[config.mk]
export PLATFORM = sky130hd
export DESIGN_NAME = modbus_rtu_response_receiver_top_flat
export DESIGN_NICKNAME = d
export VERILOG_FILES = /design/src/rtl/core/mrr_pkg.sv /design/src/rtl/core/mrr_req_if.sv /design/src/rtl/core/mrr_rsp_if.sv /design/src/rtl/core/mrr_frame.sv /design/src/rtl/core/modbus_rtu_response_receiver_top.sv /design/src/flat_wrapper.sv
export SDC_FILE = /design/constraint.sdc
export NUM_CORES = 1
export LEC_CHECK = 0
export ABC_AREA = 1
export BUFFER_PORTS_ARGS = -buffer_cell sky130_fd_sc_hd__buf_2
export CAP_MARGIN = 25
export CELL_PAD_IN_SITES_DETAIL_PLACEMENT = 1
export CELL_PAD_IN_SITES_GLOBAL_PLACEMENT = 1
export CORE_UTILIZATION = 30
export CTS_CLUSTER_SIZE = 28
export DETAILED_ROUTE_END_ITERATION = 12
export GPL_TIMING_DRIVEN = 0
export PLACE_DENSITY = 0.64
export SYNTH_ARGS = -nofsm -noshare
export SYNTH_HDL_FRONTEND = slang
export SYNTH_SLANG_ARGS = --single-unit
[constraint.sdc]
create_clock -name clk -period 7.9 [get_ports clk]
set_clock_uncertainty 0.2 [all_clocks]
set_input_delay 0 -clock clk [delete_from_list [all_inputs] [get_ports clk]]
set_output_delay 0 -clock clk [all_outputs]
set_load 0.02 [all_outputs]
[src/rtl/core/mrr_pkg.sv]
// ----------------------------------------------------------------------------
// mrr_pkg
// Types, codes and the CRC-16 byte update for the Modbus RTU response receiver.
// ----------------------------------------------------------------------------
package mrr_pkg;

	// request types
	localparam logic [1:0] REQ_START = 2'd0;
	localparam logic [1:0] REQ_BYTE  = 2'd1;
	localparam logic [1:0] REQ_TICK  = 2'd2;

	// result kinds
	localparam logic KIND_PAYLOAD = 1'b0;
	localparam logic KIND_STATUS  = 1'b1;

	// frame status codes
	localparam logic [1:0] ST_OK       = 2'd0;
	localparam logic [1:0] ST_CRC_ERR  = 2'd1;
	localparam logic [1:0] ST_TIMEOUT  = 2'd2;
	localparam logic [1:0] ST_CNT_ERR  = 2'd3;

	localparam logic [15:0] CRC_INIT      = 16'hFFFF;
	localparam logic [15:0] CRC_POLY      = 16'hA001;
	localparam logic [8:0]  MIN_FRAME_LEN = 9'd5;
	localparam logic [3:0]  RETRY_RESET   = 4'd4;

	typedef struct packed {
		logic [1:0] req_type;
		logic [7:0] rx_byte;
		logic [7:0] expected_count;
	} req_t;

	typedef struct packed {
		logic       result_kind;
		logic [7:0] data_byte;
		logic [7:0] payload_index;
		logic [1:0] frame_status;
		logic [7:0] responder_address;
		logic [7:0] function_code;
		logic [8:0] frame_length;
	} rsp_t;

	// reflected CRC-16, one byte, LSB first
	function automatic logic [15:0] crc16_byte(input logic [15:0] crc, input logic [7:0] b);
		logic [15:0] c;
		c = crc ^ {8'h00, b};
		for (int k = 0; k < 8; k++) begin
			if (c[0]) begin
				c = (c >> 1) ^ CRC_POLY;
			end else begin
				c = c >> 1;
			end
		end
		return c;
	endfunction

endpackage

[src/rtl/core/mrr_req_if.sv]
// ----------------------------------------------------------------------------
// mrr_req_if
// Request channel: valid/ready handshake carrying one request item.
// ----------------------------------------------------------------------------
interface mrr_req_if import mrr_pkg::*; ();
	logic valid;
	logic ready;
	req_t data;

	modport source (output valid, output data, input ready);
	modport sink (input valid, input data, output ready);
endinterface

[src/rtl/core/mrr_rsp_if.sv]
// ----------------------------------------------------------------------------
// mrr_rsp_if
// Result channel: valid/ready handshake carrying one result item.
// ----------------------------------------------------------------------------
interface mrr_rsp_if import mrr_pkg::*; ();
	logic valid;
	logic ready;
	rsp_t data;

	modport source (output valid, output data, input ready);
	modport sink (input valid, input data, output ready);
endinterface

[src/rtl/core/mrr_frame.sv]
// ----------------------------------------------------------------------------
// mrr_frame
// Frame state and its per-request update: CRC, byte position, saved header
// fields, retry count and result formation for one request item.
// ----------------------------------------------------------------------------
module mrr_frame import mrr_pkg::*; #(
	parameter int FRAME_BYTES = 256
) (
	input  logic       clk,
	input  logic       arst_n,
	input  logic       step,
	input  req_t       item,
	input  logic [3:0] retry_limit,
	output logic       emit,
	output rsp_t       res
);

	localparam logic [8:0] FrameLimit = 9'(FRAME_BYTES);

	logic [15:0] crc_q,   crc_d;
	logic [8:0]  br_q,    br_d;
	logic [8:0]  tgt_q,   tgt_d;
	logic [3:0]  tmo_q,   tmo_d;
	logic        active_q, active_d;
	logic [7:0]  addr_q,  addr_d;
	logic [7:0]  func_q,  func_d;
	logic [7:0]  cnt_q,   cnt_d;
	logic [7:0]  want_q,  want_d;
	logic [7:0]  crclo_q, crclo_d;

	logic [9:0]  pos_p2;
	logic [8:0]  br_inc;
	logic [3:0]  tmo_inc;
	logic        byte_ok;
	logic [15:0] crc_got;

	assign pos_p2  = {1'b0, br_q} + 10'd2;
	assign br_inc  = br_q + 9'd1;
	assign tmo_inc = tmo_q + 4'd1;
	assign byte_ok = active_q && (br_q < tgt_q) && (br_q < FrameLimit);
	assign crc_got = {item.rx_byte, crclo_q};

	always_comb begin
		crc_d    = crc_q;
		br_d     = br_q;
		tgt_d    = tgt_q;
		tmo_d    = tmo_q;
		active_d = active_q;
		addr_d   = addr_q;
		func_d   = func_q;
		cnt_d    = cnt_q;
		want_d   = want_q;
		crclo_d  = crclo_q;
		emit     = 1'b0;
		res      = '0;
		res.responder_address = addr_q;
		res.function_code     = func_q;
		res.frame_length      = br_q;

		unique case (item.req_type)
			REQ_START: begin
				crc_d    = CRC_INIT;
				br_d     = '0;
				tgt_d    = MIN_FRAME_LEN;
				tmo_d    = '0;
				active_d = 1'b1;
				addr_d   = '0;
				func_d   = '0;
				cnt_d    = '0;
				want_d   = item.expected_count;
				crclo_d  = '0;
			end
			REQ_TICK: begin
				if (active_q) begin
					tmo_d = tmo_inc;
					if (tmo_inc >= retry_limit) begin
						active_d         = 1'b0;
						emit             = 1'b1;
						res.result_kind  = KIND_STATUS;
						res.frame_status = ST_TIMEOUT;
					end
				end
			end
			REQ_BYTE: begin
				if (byte_ok) begin
					br_d             = br_inc;
					res.frame_length = br_inc;
					if (pos_p2 < {1'b0, tgt_q}) begin
						crc_d = crc16_byte(crc_q, item.rx_byte);
						if (br_q == 9'd0) begin
							addr_d = item.rx_byte;
						end else if (br_q == 9'd1) begin
							func_d = item.rx_byte;
						end else if (br_q == 9'd2) begin
							cnt_d = item.rx_byte;
							tgt_d = MIN_FRAME_LEN + {1'b0, item.rx_byte};
						end else begin
							emit              = 1'b1;
							res.result_kind   = KIND_PAYLOAD;
							res.data_byte     = item.rx_byte;
							res.payload_index = 8'(br_q - 9'd3);
						end
					end else if (pos_p2 == {1'b0, tgt_q}) begin
						crclo_d = item.rx_byte;
					end else begin
						// CRC high byte closes the frame
						active_d        = 1'b0;
						emit            = 1'b1;
						res.result_kind = KIND_STATUS;
						if (crc_got != crc_q) begin
							res.frame_status = ST_CRC_ERR;
						end else if (cnt_q != want_q) begin
							res.frame_status = ST_CNT_ERR;
						end else begin
							res.frame_status = ST_OK;
						end
					end
				end
			end
			default: begin
				// unused request type: drop
			end
		endcase
	end

	always_ff @(posedge clk or negedge arst_n) begin
		if (!arst_n) begin
			crc_q    <= CRC_INIT;
			br_q     <= '0;
			tgt_q    <= MIN_FRAME_LEN;
			tmo_q    <= '0;
			active_q <= 1'b0;
			addr_q   <= '0;
			func_q   <= '0;
			cnt_q    <= '0;
			want_q   <= '0;
			crclo_q  <= '0;
		end else if (step) begin
			crc_q    <= crc_d;
			br_q     <= br_d;
			tgt_q    <= tgt_d;
			tmo_q    <= tmo_d;
			active_q <= active_d;
			addr_q   <= addr_d;
			func_q   <= func_d;
			cnt_q    <= cnt_d;
			want_q   <= want_d;
			crclo_q  <= crclo_d;
		end
	end

endmodule

[src/rtl/core/modbus_rtu_response_receiver_top.sv]
// ----------------------------------------------------------------------------
// modbus_rtu_response_receiver_top
// Modbus RTU response receiver: checks one response frame byte by byte,
// forwards payload bytes and reports the final frame status.
// ----------------------------------------------------------------------------
//  channel  dir  handshake          payload
//  req      in   valid/ready        req_type, rx_byte, expected_count
//  rsp      out  valid/ready        result_kind .. frame_length
//  cfg      in   cfg_wr_en          cfg_wr_data = retry_limit
//
//  One request per cycle unless a full result register holds the request
//  stage. The byte-wide CRC update and frame bookkeeping run combinationally
//  between the request register and the result register.
//  A full result register that is not taken holds the request stage.
//  Reset clears the frame state (CRC 0xFFFF, expected length 5) and sets retry_limit 4.
// ----------------------------------------------------------------------------
module modbus_rtu_response_receiver_top import mrr_pkg::*; #(
	parameter int FRAME_BYTES = 256
) (
	input  logic       clk,
	input  logic       arst_n,
	mrr_req_if.sink    req,
	mrr_rsp_if.source  rsp,
	input  logic       cfg_wr_en,
	input  logic [3:0] cfg_wr_data
);

	logic [3:0] retry_limit_q;
	logic       valid_s1;
	req_t       item_s1;
	logic       rsp_valid_q;
	rsp_t       rsp_data_q;
	logic       advance;
	logic       step;
	logic       emit;
	rsp_t       res;

	assign advance   = !rsp_valid_q || rsp.ready;
	assign step      = valid_s1 && advance;
	assign req.ready = !valid_s1 || advance;
	assign rsp.valid = rsp_valid_q;
	assign rsp.data  = rsp_data_q;

	always_ff @(posedge clk or negedge arst_n) begin
		if (!arst_n) begin
			retry_limit_q <= RETRY_RESET;
		end else if (cfg_wr_en) begin
			retry_limit_q <= cfg_wr_data;
		end
	end

	// request stage
	always_ff @(posedge clk or negedge arst_n) begin
		if (!arst_n) begin
			valid_s1 <= 1'b0;
		end else if (req.valid && req.ready) begin
			valid_s1 <= 1'b1;
		end else if (advance) begin
			valid_s1 <= 1'b0;
		end
	end

	always_ff @(posedge clk) begin
		if (req.valid && req.ready) begin
			item_s1 <= req.data;
		end
	end

	mrr_frame #(
		.FRAME_BYTES (FRAME_BYTES)
	) u_frame (
		.clk         (clk),
		.arst_n      (arst_n),
		.step        (step),
		.item        (item_s1),
		.retry_limit (retry_limit_q),
		.emit        (emit),
		.res         (res)
	);

	// result register
	always_ff @(posedge clk or negedge arst_n) begin
		if (!arst_n) begin
			rsp_valid_q <= 1'b0;
		end else if (advance) begin
			rsp_valid_q <= step && emit;
		end
	end

	always_ff @(posedge clk) begin
		if (step && emit) begin
			rsp_data_q <= res;
		end
	end

`ifndef ASSERT_OFF
	a_result_from_item: assert property (@(posedge clk) disable iff (!arst_n)
		rsp_valid_q && !$past(rsp_valid_q) |-> $past(valid_s1))
		else $error("result appeared without a processed request");

	a_stall_holds_item: assert property (@(posedge clk) disable iff (!arst_n)
		valid_s1 && !advance |=> valid_s1 && $stable(item_s1))
		else $error("stalled request lost");

	a_ready_low_only_when_full: assert property (@(posedge clk) disable iff (!arst_n)
		!req.ready |-> rsp_valid_q && !rsp.ready && valid_s1)
		else $error("request ready dropped without a stall");
`endif

endmodule

[src/flat_wrapper.sv]
// flat-port wrapper written by rule: the top's interface ports become plain ports
module modbus_rtu_response_receiver_top_flat import mrr_pkg::*;
#(
	parameter int FRAME_BYTES = 256
)
  (clk, arst_n, cfg_wr_en, cfg_wr_data, req_valid, req_data, req_ready, rsp_valid, rsp_data, rsp_ready);
  mrr_req_if req_i ();
  mrr_rsp_if rsp_i ();
  input  logic clk;
  input  logic arst_n;
  input  logic cfg_wr_en;
  input  logic [3:0] cfg_wr_data;
  input wire logic [$bits(req_i.valid)-1:0] req_valid;
  input wire logic [$bits(req_i.data)-1:0] req_data;
  output wire logic [$bits(req_i.ready)-1:0] req_ready;
  output wire logic [$bits(rsp_i.valid)-1:0] rsp_valid;
  output wire logic [$bits(rsp_i.data)-1:0] rsp_data;
  input wire logic [$bits(rsp_i.ready)-1:0] rsp_ready;
  assign req_i.valid = req_valid;
  assign req_i.data = req_data;
  assign req_ready = req_i.ready;
  assign rsp_valid = rsp_i.valid;
  assign rsp_data = rsp_i.data;
  assign rsp_i.ready = rsp_ready;
  modbus_rtu_response_receiver_top #(.FRAME_BYTES(FRAME_BYTES)) u_core (.clk(clk), .arst_n(arst_n), .req(req_i), .rsp(rsp_i), .cfg_wr_en(cfg_wr_en), .cfg_wr_data(cfg_wr_data));
endmodule
---- Word level (Yosys, flattened, before mapping) ----
Index checks and enable logic that the tools add are counted.
storage, ports and cells
  register bits after elaboration ......... 147
  output and inout bits ................... 46
  logic and storage cells ................. 180
cells by class
  $add $sub $neg .......................... 5
  $lt $le $gt $ge ......................... 4
  equality and inequality tests ........... 18
  multiplexer cells ....................... 93
  bitwise logic cells ..................... 12
  reductions and logical operators ........ 25
operators by type and width
  operator                                              number
  2-to-1 mux 16 bit                                     35
  2-to-1 mux 8 bit                                      15
  case mux 8 bit (2 select lines)                       4
  2-to-1 mux 9 bit                                      7
  case mux 9 bit (2 select lines)                       2
  case mux 16 bit (2 select lines)                      1
  inverter 2 -> 3 bit                                   8
  inequality test 2 bit (second input constant)         11
  2-to-1 mux 19 bit                                     1
  2-to-1 mux 1 bit                                      16
  inequality test 16 bit                                1
  XOR 16 x 8 -> 16 bit                                  1
  AND reduction 5 bit                                   3
  2-to-1 mux 2 bit                                      6
  adder 9 x 2 -> 10 bit (second input constant)         1
  equality test 10 x 9 -> 1 bit                         1
  less-than comparator 10 x 9 -> 1 bit                  1
  adder 3 x 8 -> 9 bit (first input constant)           1
  adder 9 x 1 -> 9 bit (second input constant)          1
  equality test 9 x 1 -> 1 bit (second input constant)  1
  equality test 9 x 2 -> 1 bit (second input constant)  1
  zero test 9 bit                                       1
  less-than comparator 9 bit                            1
  less-than comparator 9 bit (second input constant)    1
  other kinds (24)                                      36

---- Depth between registers and ports, before layout ----
  depth after elaboration ................. 41
  gate-level depth with buffers ........... 17
  depth with buffers taken out ............ 17

---- Cells and area by module ----
A second synthesis with hierarchy kept.
unflattened totals
  cell total of the unflattened synthesis .. 871
  area, all modules ....................... 7627.3 µm²
modules (own cells, without submodules)
  module                            times used  cells an instance  area an instance (µm²)
  mrr_frame                         1           778                5507.8
  modbus_rtu_response_receiver_top  1           93                 2119.5

---- Worst setup path before layout ----
OpenSTA, ideal clock, no wires.
  kind .................................... flip-flop to flip-flop
  start ................................... register u_core.u_frame.br_q[2]
  end ..................................... register u_core.rsp_data_q, in the netlist u_core.rsp.data[0] (enable)
  library setup time ...................... 0.398 ns
  arrival ................................. 3.095 ns
  setup slack ............................. 4.206 ns
  cell stages (with the launch flop) ...... 17
  path through ............................ dfrtp_1 > ha_1 > nand2_2 > inv_2 > nand2_2 > nor2_4 > nor2_1 > ha_1 > a21oi_1 > nor2_1 > nor3b_2 > nand3_4 > nand2_1 > o21ai_0 > o21ai_0 > nand2_1 > inv_1
between the ends
  longest elaborated chain between the ends .. 8
  elaborated cells on any way between the ends .. 18
  classes of those cells .................. add/sub (1); order compare (3); eq/ne (3); mux (7); reduce/logical (4)
ends and longest elaborated chain
  what                                                           line                                    RTL
  from (decl)                                                    mrr_frame.sv:21                         logic [8:0] br_q, br_d;
  from (signal assigned)                                         mrr_frame.sv:140                        br_q <= br_d;
  branches (longest 5 deep; another with adder 9 x 2 -> 10 bit)  -
  2-to-1 mux 1 bit *                                             mrr_frame.sv:85                         if (byte_ok) begin
  case mux 1 bit (2 select lines) *                              mrr_frame.sv:60                         unique case (item.req_type)
  logical AND 1 bit *                                            modbus_rtu_response_receiver_top.sv:91  if (step && emit) begin
  to (signal assigned)                                           modbus_rtu_response_receiver_top.sv:92  rsp_data_q <= res;
  to (decl)                                                      modbus_rtu_response_receiver_top.sv:32  rsp_t rsp_data_q;
Mark *: on every way between the ends.
A chain may end at the register's enable or synchronous reset.

---- Final worst setup path ----
  start ................................... register u_core.u_frame.br_q[2]
  end ..................................... register u_core.rsp_data_q, in the netlist u_core.rsp.data[40] (enable)
The elaborated chain is that of the path after synthesis.

==> results.py <==
metrics = {
    "run_status": {
        "outcome": "finished, final reports clean",
    },
    "pwr": {
        "ir_drop_uv": 135,
        "part_of_the_power_in_combinational_logic_pct": 25.1,
        "p_sw_uw": 881,
        "p_leak_uw": 0.00423,
        "power.sequential.fraction_pct": 42.5,
        "p_clk_share_pct": 32.4,
        "power.density_nw_per_um2": 265,
        "p_sw_share_pct": 35.4,
        "internal_power_uw": 1610,
    },
    "detailed_routing": {
        "routed_wire_per_std_cell_um": 16.1,
        "first_iter_violations": 207,
        "vias": 6003,
        "remaining_drc_errors": 0,
        "drtAntennaViolNets": 0,
        "postRouteWirelength_um": 20700,
        "drt-vias-per-instance": 4.66,
        "detailedRoute.firstPassIterationCount": 5,
    },
    "yosys": {
        "synth_compound_gate_area_share_pct": 10.3,
        "syn-mean-instance-area_um2": 9.26,
        "ys.warnings.count": 0,
        "yosys.area_share.xor_xnor_pct": 4.37,
        "yosys.area_share.simple_pct": 21.2,
        "synth_cell_type_count": 44,
        "count_of_flip_flops_with_a_built_in_enable_after_synthesis": 62,
        "share_of_cell_area_taken_by_muxes_after_synthesis_pct": 0.148,
        "synth_flop_cell": "sky130_fd_sc_hd__dfrtp_1",
        "yosys.cell_count.top_type": "sky130_fd_sc_hd__nand2_1",
        "synth_top_cell_by_area": "sky130_fd_sc_hd__edfxtp_1",
        "synth.top_cells.by_count": "sky130_fd_sc_hd__nand2_1, sky130_fd_sc_hd__inv_1, sky130_fd_sc_hd__dfrtp_1, sky130_fd_sc_hd__edfxtp_1",
        "synth_area_in_adders_pct": 5.42,
        "synth-async-reset-ratio_pct": 57.8,
        "synth_cells": 822,
        "ys_seq_area_share_pct": 52.7,
        "synth_area_um2": 7610,
        "synthesis.nets": 882,
        "synthDominantCellAreaShare_pct": 24.5,
        "synth_top_cells_by_area": "sky130_fd_sc_hd__edfxtp_1, sky130_fd_sc_hd__dfrtp_1, sky130_fd_sc_hd__nand2_1",
        "ys_seq_elements": 147,
        "synth_top_family_by_area": "simple AND/OR/NAND/NOR gates",
    },
    "global_routing": {
        "globalRouteOverflowTotal": 0,
        "top_usage_layer": "met2",
        "grt_pass1_vias": 6438,
        "groute.layer.met2.usage_pct": 29.8,
        "antenna_found_initial": 0,
        "globalRouteTotalUtil_pct": 16.9,
        "grt.met3_usage_pct": 2.85,
        "grt_first_pass_wirelength_um": 33700,
        "grt_max_degree": 67,
        "groute.layer.met1.usage_pct": 20.8,
    },
    "setup_path": {
        "crit_path_launch_type": "flip-flop",
        "worstPathArrival_ns": 3.76,
        "crit_required_ns": 7.83,
        "worstPathMaxFanout": 31,
        "path_class": "reg2reg",
        "type_of_destination_of_the_critical_path": "flip-flop",
    },
    "sta": {
        "maximum_clock_rate_mhz": 261,
        "tns_ns": 0,
        "slew_of_the_pin_with_the_lowest_slew_margin_ns": 0.751,
        "drv_slew": 0,
        "final-setup-viol-count": 0,
        "setup_repair_after_global_routing_missed_its_margin": "no",
        "hold_viol_final": 0,
        "relSlewSlack_pct": 49.7,
        "period_needed_ns": 3.83,
        "layout_setup_ws_ns": 4.07,
        "fin_crit_sh_pct": 48.5,
    },
    "floorplanning": {
        "placement_rows": 57,
        "initial_standard_cell_utilization_of_the_core_pct": 30.9,
        "placeableCoreArea_um2": 24600,
        "num_io_pins": 73,
        "die_y_um": 161,
        "die_area_um2": 26000,
        "die_w_um": 161,
    },
    "cells_and_area": {
        "antennaDiodeCount": 0,
        "final_layout_size_suffix_gt1_share_pct": 19.6,
        "layout.area.seq_um2": 4010,
        "multi_input_area_um2": 3150,
        "fillerInstances": 2846,
        "area_delta_synth_final_pct": 23.5,
        "post-route-util_pct": 38.2,
        "final_nets": 1012,
    },
    "placed_design": {
        "hpwlAfterDp_um": 15200,
        "dpl_worst_slack_ns": 4.05,
        "gp_congestion": 0.839,
        "io_buffers": 72,
    },
    "cts": {
        "clock-root-buffer": "sky130_fd_sc_hd__clkbuf_16",
        "htreeDepth": 4,
        "cts_tree": "done",
        "cts_num_sinks": 147,
        "clkSlewWorstSetupHoldPaths_ns": 0.07,
        "tritoncts.num_buffers": 17,
        "cts_buffer_depth": 2,
        "clk-insertion-delay-late_ns": 0.44,
    },
    "run": {
        "drv.max_cap_violation_count": 0,
    },
    "min_path": {
        "hp-class": "in2reg",
    },
}
-- power groups by stage --
stage / Combinational [µW] / Sequential, µW / Clock, µW
global route: 718 / 1070 / 853
CTS: 631 / 1060 / 829
finish: 625 / 1060 / 807
detailed placement: 610 / 1070 / 0
global placement: 589 / 1070 / 0
floorplan: 444 / 1050 / 0
-- flip-flops by register name, summed over array words and instances, names as in the netlist --
register	flops
u_core.item_s1	18
u_core.u_frame.active_q	1
u_core.valid_s1	1
u_core.u_frame.br_q	9
u_core.u_frame.cnt_q	8
u_core.u_frame.want_q	8
u_core.rsp.valid	1
u_core.u_frame.crc_q	16
u_core.u_frame.crclo_q	8
u_core.u_frame.func_q	8
u_core.u_frame.tmo_q	4
u_core.retry_limit_q	4
u_core.u_frame.addr_q	8
u_core.rsp.data	44
u_core.u_frame.tgt_q	9
-- logic make-up after synthesis --
kind of cell             count (synthesis)
XOR/XNOR                                38
AND/OR/NAND/NOR                        370
adder cells (fa/ha/maj)                 33
buffers and inverters                   99
flip-flops                             147
AO/OA/AOI/OAI                          134
multiplexers                             1
-- metrics by stage --
step / std cells / area, µm² / hold WS [ns] / total power, µW
after CTS: 1288 / 9370 / 0.0473 / 2520
after global routing: 1289 / 9400 / 0.0511 / 2640
final: 1289 / 9400 / 0.0608 / 2490
after global placement: 1218 / 8380 / -0.0225 / 1660
after detailed placement: 1220 / 8430 / -0.277 / 1680
after floorplan: 822 / 7610 / -0.496 / 1490
-- critical path, stage by stage, from the launching register on --
cell and delay, ns:
sky130_fd_sc_hd__dfrtp_1 0.54, sky130_fd_sc_hd__ha_1 0.30, sky130_fd_sc_hd__nand2_2 0.08, sky130_fd_sc_hd__inv_2 0.08, sky130_fd_sc_hd__nand2_2 0.06, sky130_fd_sc_hd__nor2_4 0.12
sky130_fd_sc_hd__nor2_1 0.08, sky130_fd_sc_hd__ha_1 0.31, sky130_fd_sc_hd__nand2_1 0.06, sky130_fd_sc_hd__nor3_1 0.34, sky130_fd_sc_hd__o211ai_2 0.18, sky130_fd_sc_hd__nand3_4 0.18
sky130_fd_sc_hd__o21ai_0 0.11, sky130_fd_sc_hd__o21ai_0 0.17, sky130_fd_sc_hd__nand2_1 0.11, sky130_fd_sc_hd__inv_2 0.30, sky130_fd_sc_hd__buf_12 0.24
-- final timing paths --
path	startpoint	to	slack (ns)	cells past startpoint
max in group asynchronous	arst_n	u_core.u_frame.addr_q[0]	6.26	5
min in group asynchronous	arst_n	u_core.retry_limit_q[2]	0.42	3
min reg2reg	u_core.item_s1[6]	u_core.u_frame.want_q[6]	0.25	2
min	req_data[2]	u_core.item_s1[2]	0.06	2
max reg2reg	u_core.u_frame.br_q[2]	u_core.rsp.data[40]	4.07	16
max	u_core.u_frame.br_q[2]	u_core.rsp.data[40]	4.07	16
-- per-layer routing --
metal	vias to the layer above	wire length, µm
met5	-	0
met4	0	346
met3	24	521
met2	89	10500
met1	2913	9370
li1	2977	-
-- repair_timing --
action,CTS,global route
hold endpoints to repair,109,0
hold buffers,36,0
resized for setup,0,0
buffers inserted,0,0
-- area by class of cell --
class                           instances  share of cell area (%)
Clock inverter                         15                    1.72
Multi-Input combinational cell        576                    33.6
Tap cell                              324                    4.31
Timing Repair Buffer                  111                    8.49
Sequential cell                       147                    42.7
Inverter                               76                    3.11
Clock buffer                           17                    4.52
Buffer                                 23                    1.61
-- placed cells by master (no fill, tap or decap), types with 9 or more instances in the layout --
master,synthesis,routed
sky130_fd_sc_hd__nand2_1,242,242
sky130_fd_sc_hd__buf_2,6,77
sky130_fd_sc_hd__inv_1,70,69
sky130_fd_sc_hd__dfrtp_1,66,66
sky130_fd_sc_hd__edfxtp_1,62,62
sky130_fd_sc_hd__nor2_1,53,53
sky130_fd_sc_hd__o21ai_0,53,53
sky130_fd_sc_hd__nand3_1,40,40
sky130_fd_sc_hd__dlygate4sd3_1,0,36
sky130_fd_sc_hd__ha_1,33,33
sky130_fd_sc_hd__a21oi_1,27,27
sky130_fd_sc_hd__o21ai_2,24,24
sky130_fd_sc_hd__xor2_1,24,24
sky130_fd_sc_hd__o21ai_1,21,21
sky130_fd_sc_hd__dfstp_2,19,19
sky130_fd_sc_hd__clkbuf_16,0,17
sky130_fd_sc_hd__xnor2_1,14,14
sky130_fd_sc_hd__clkbuf_1,9,9
Power figures use the tool's default switching activity.
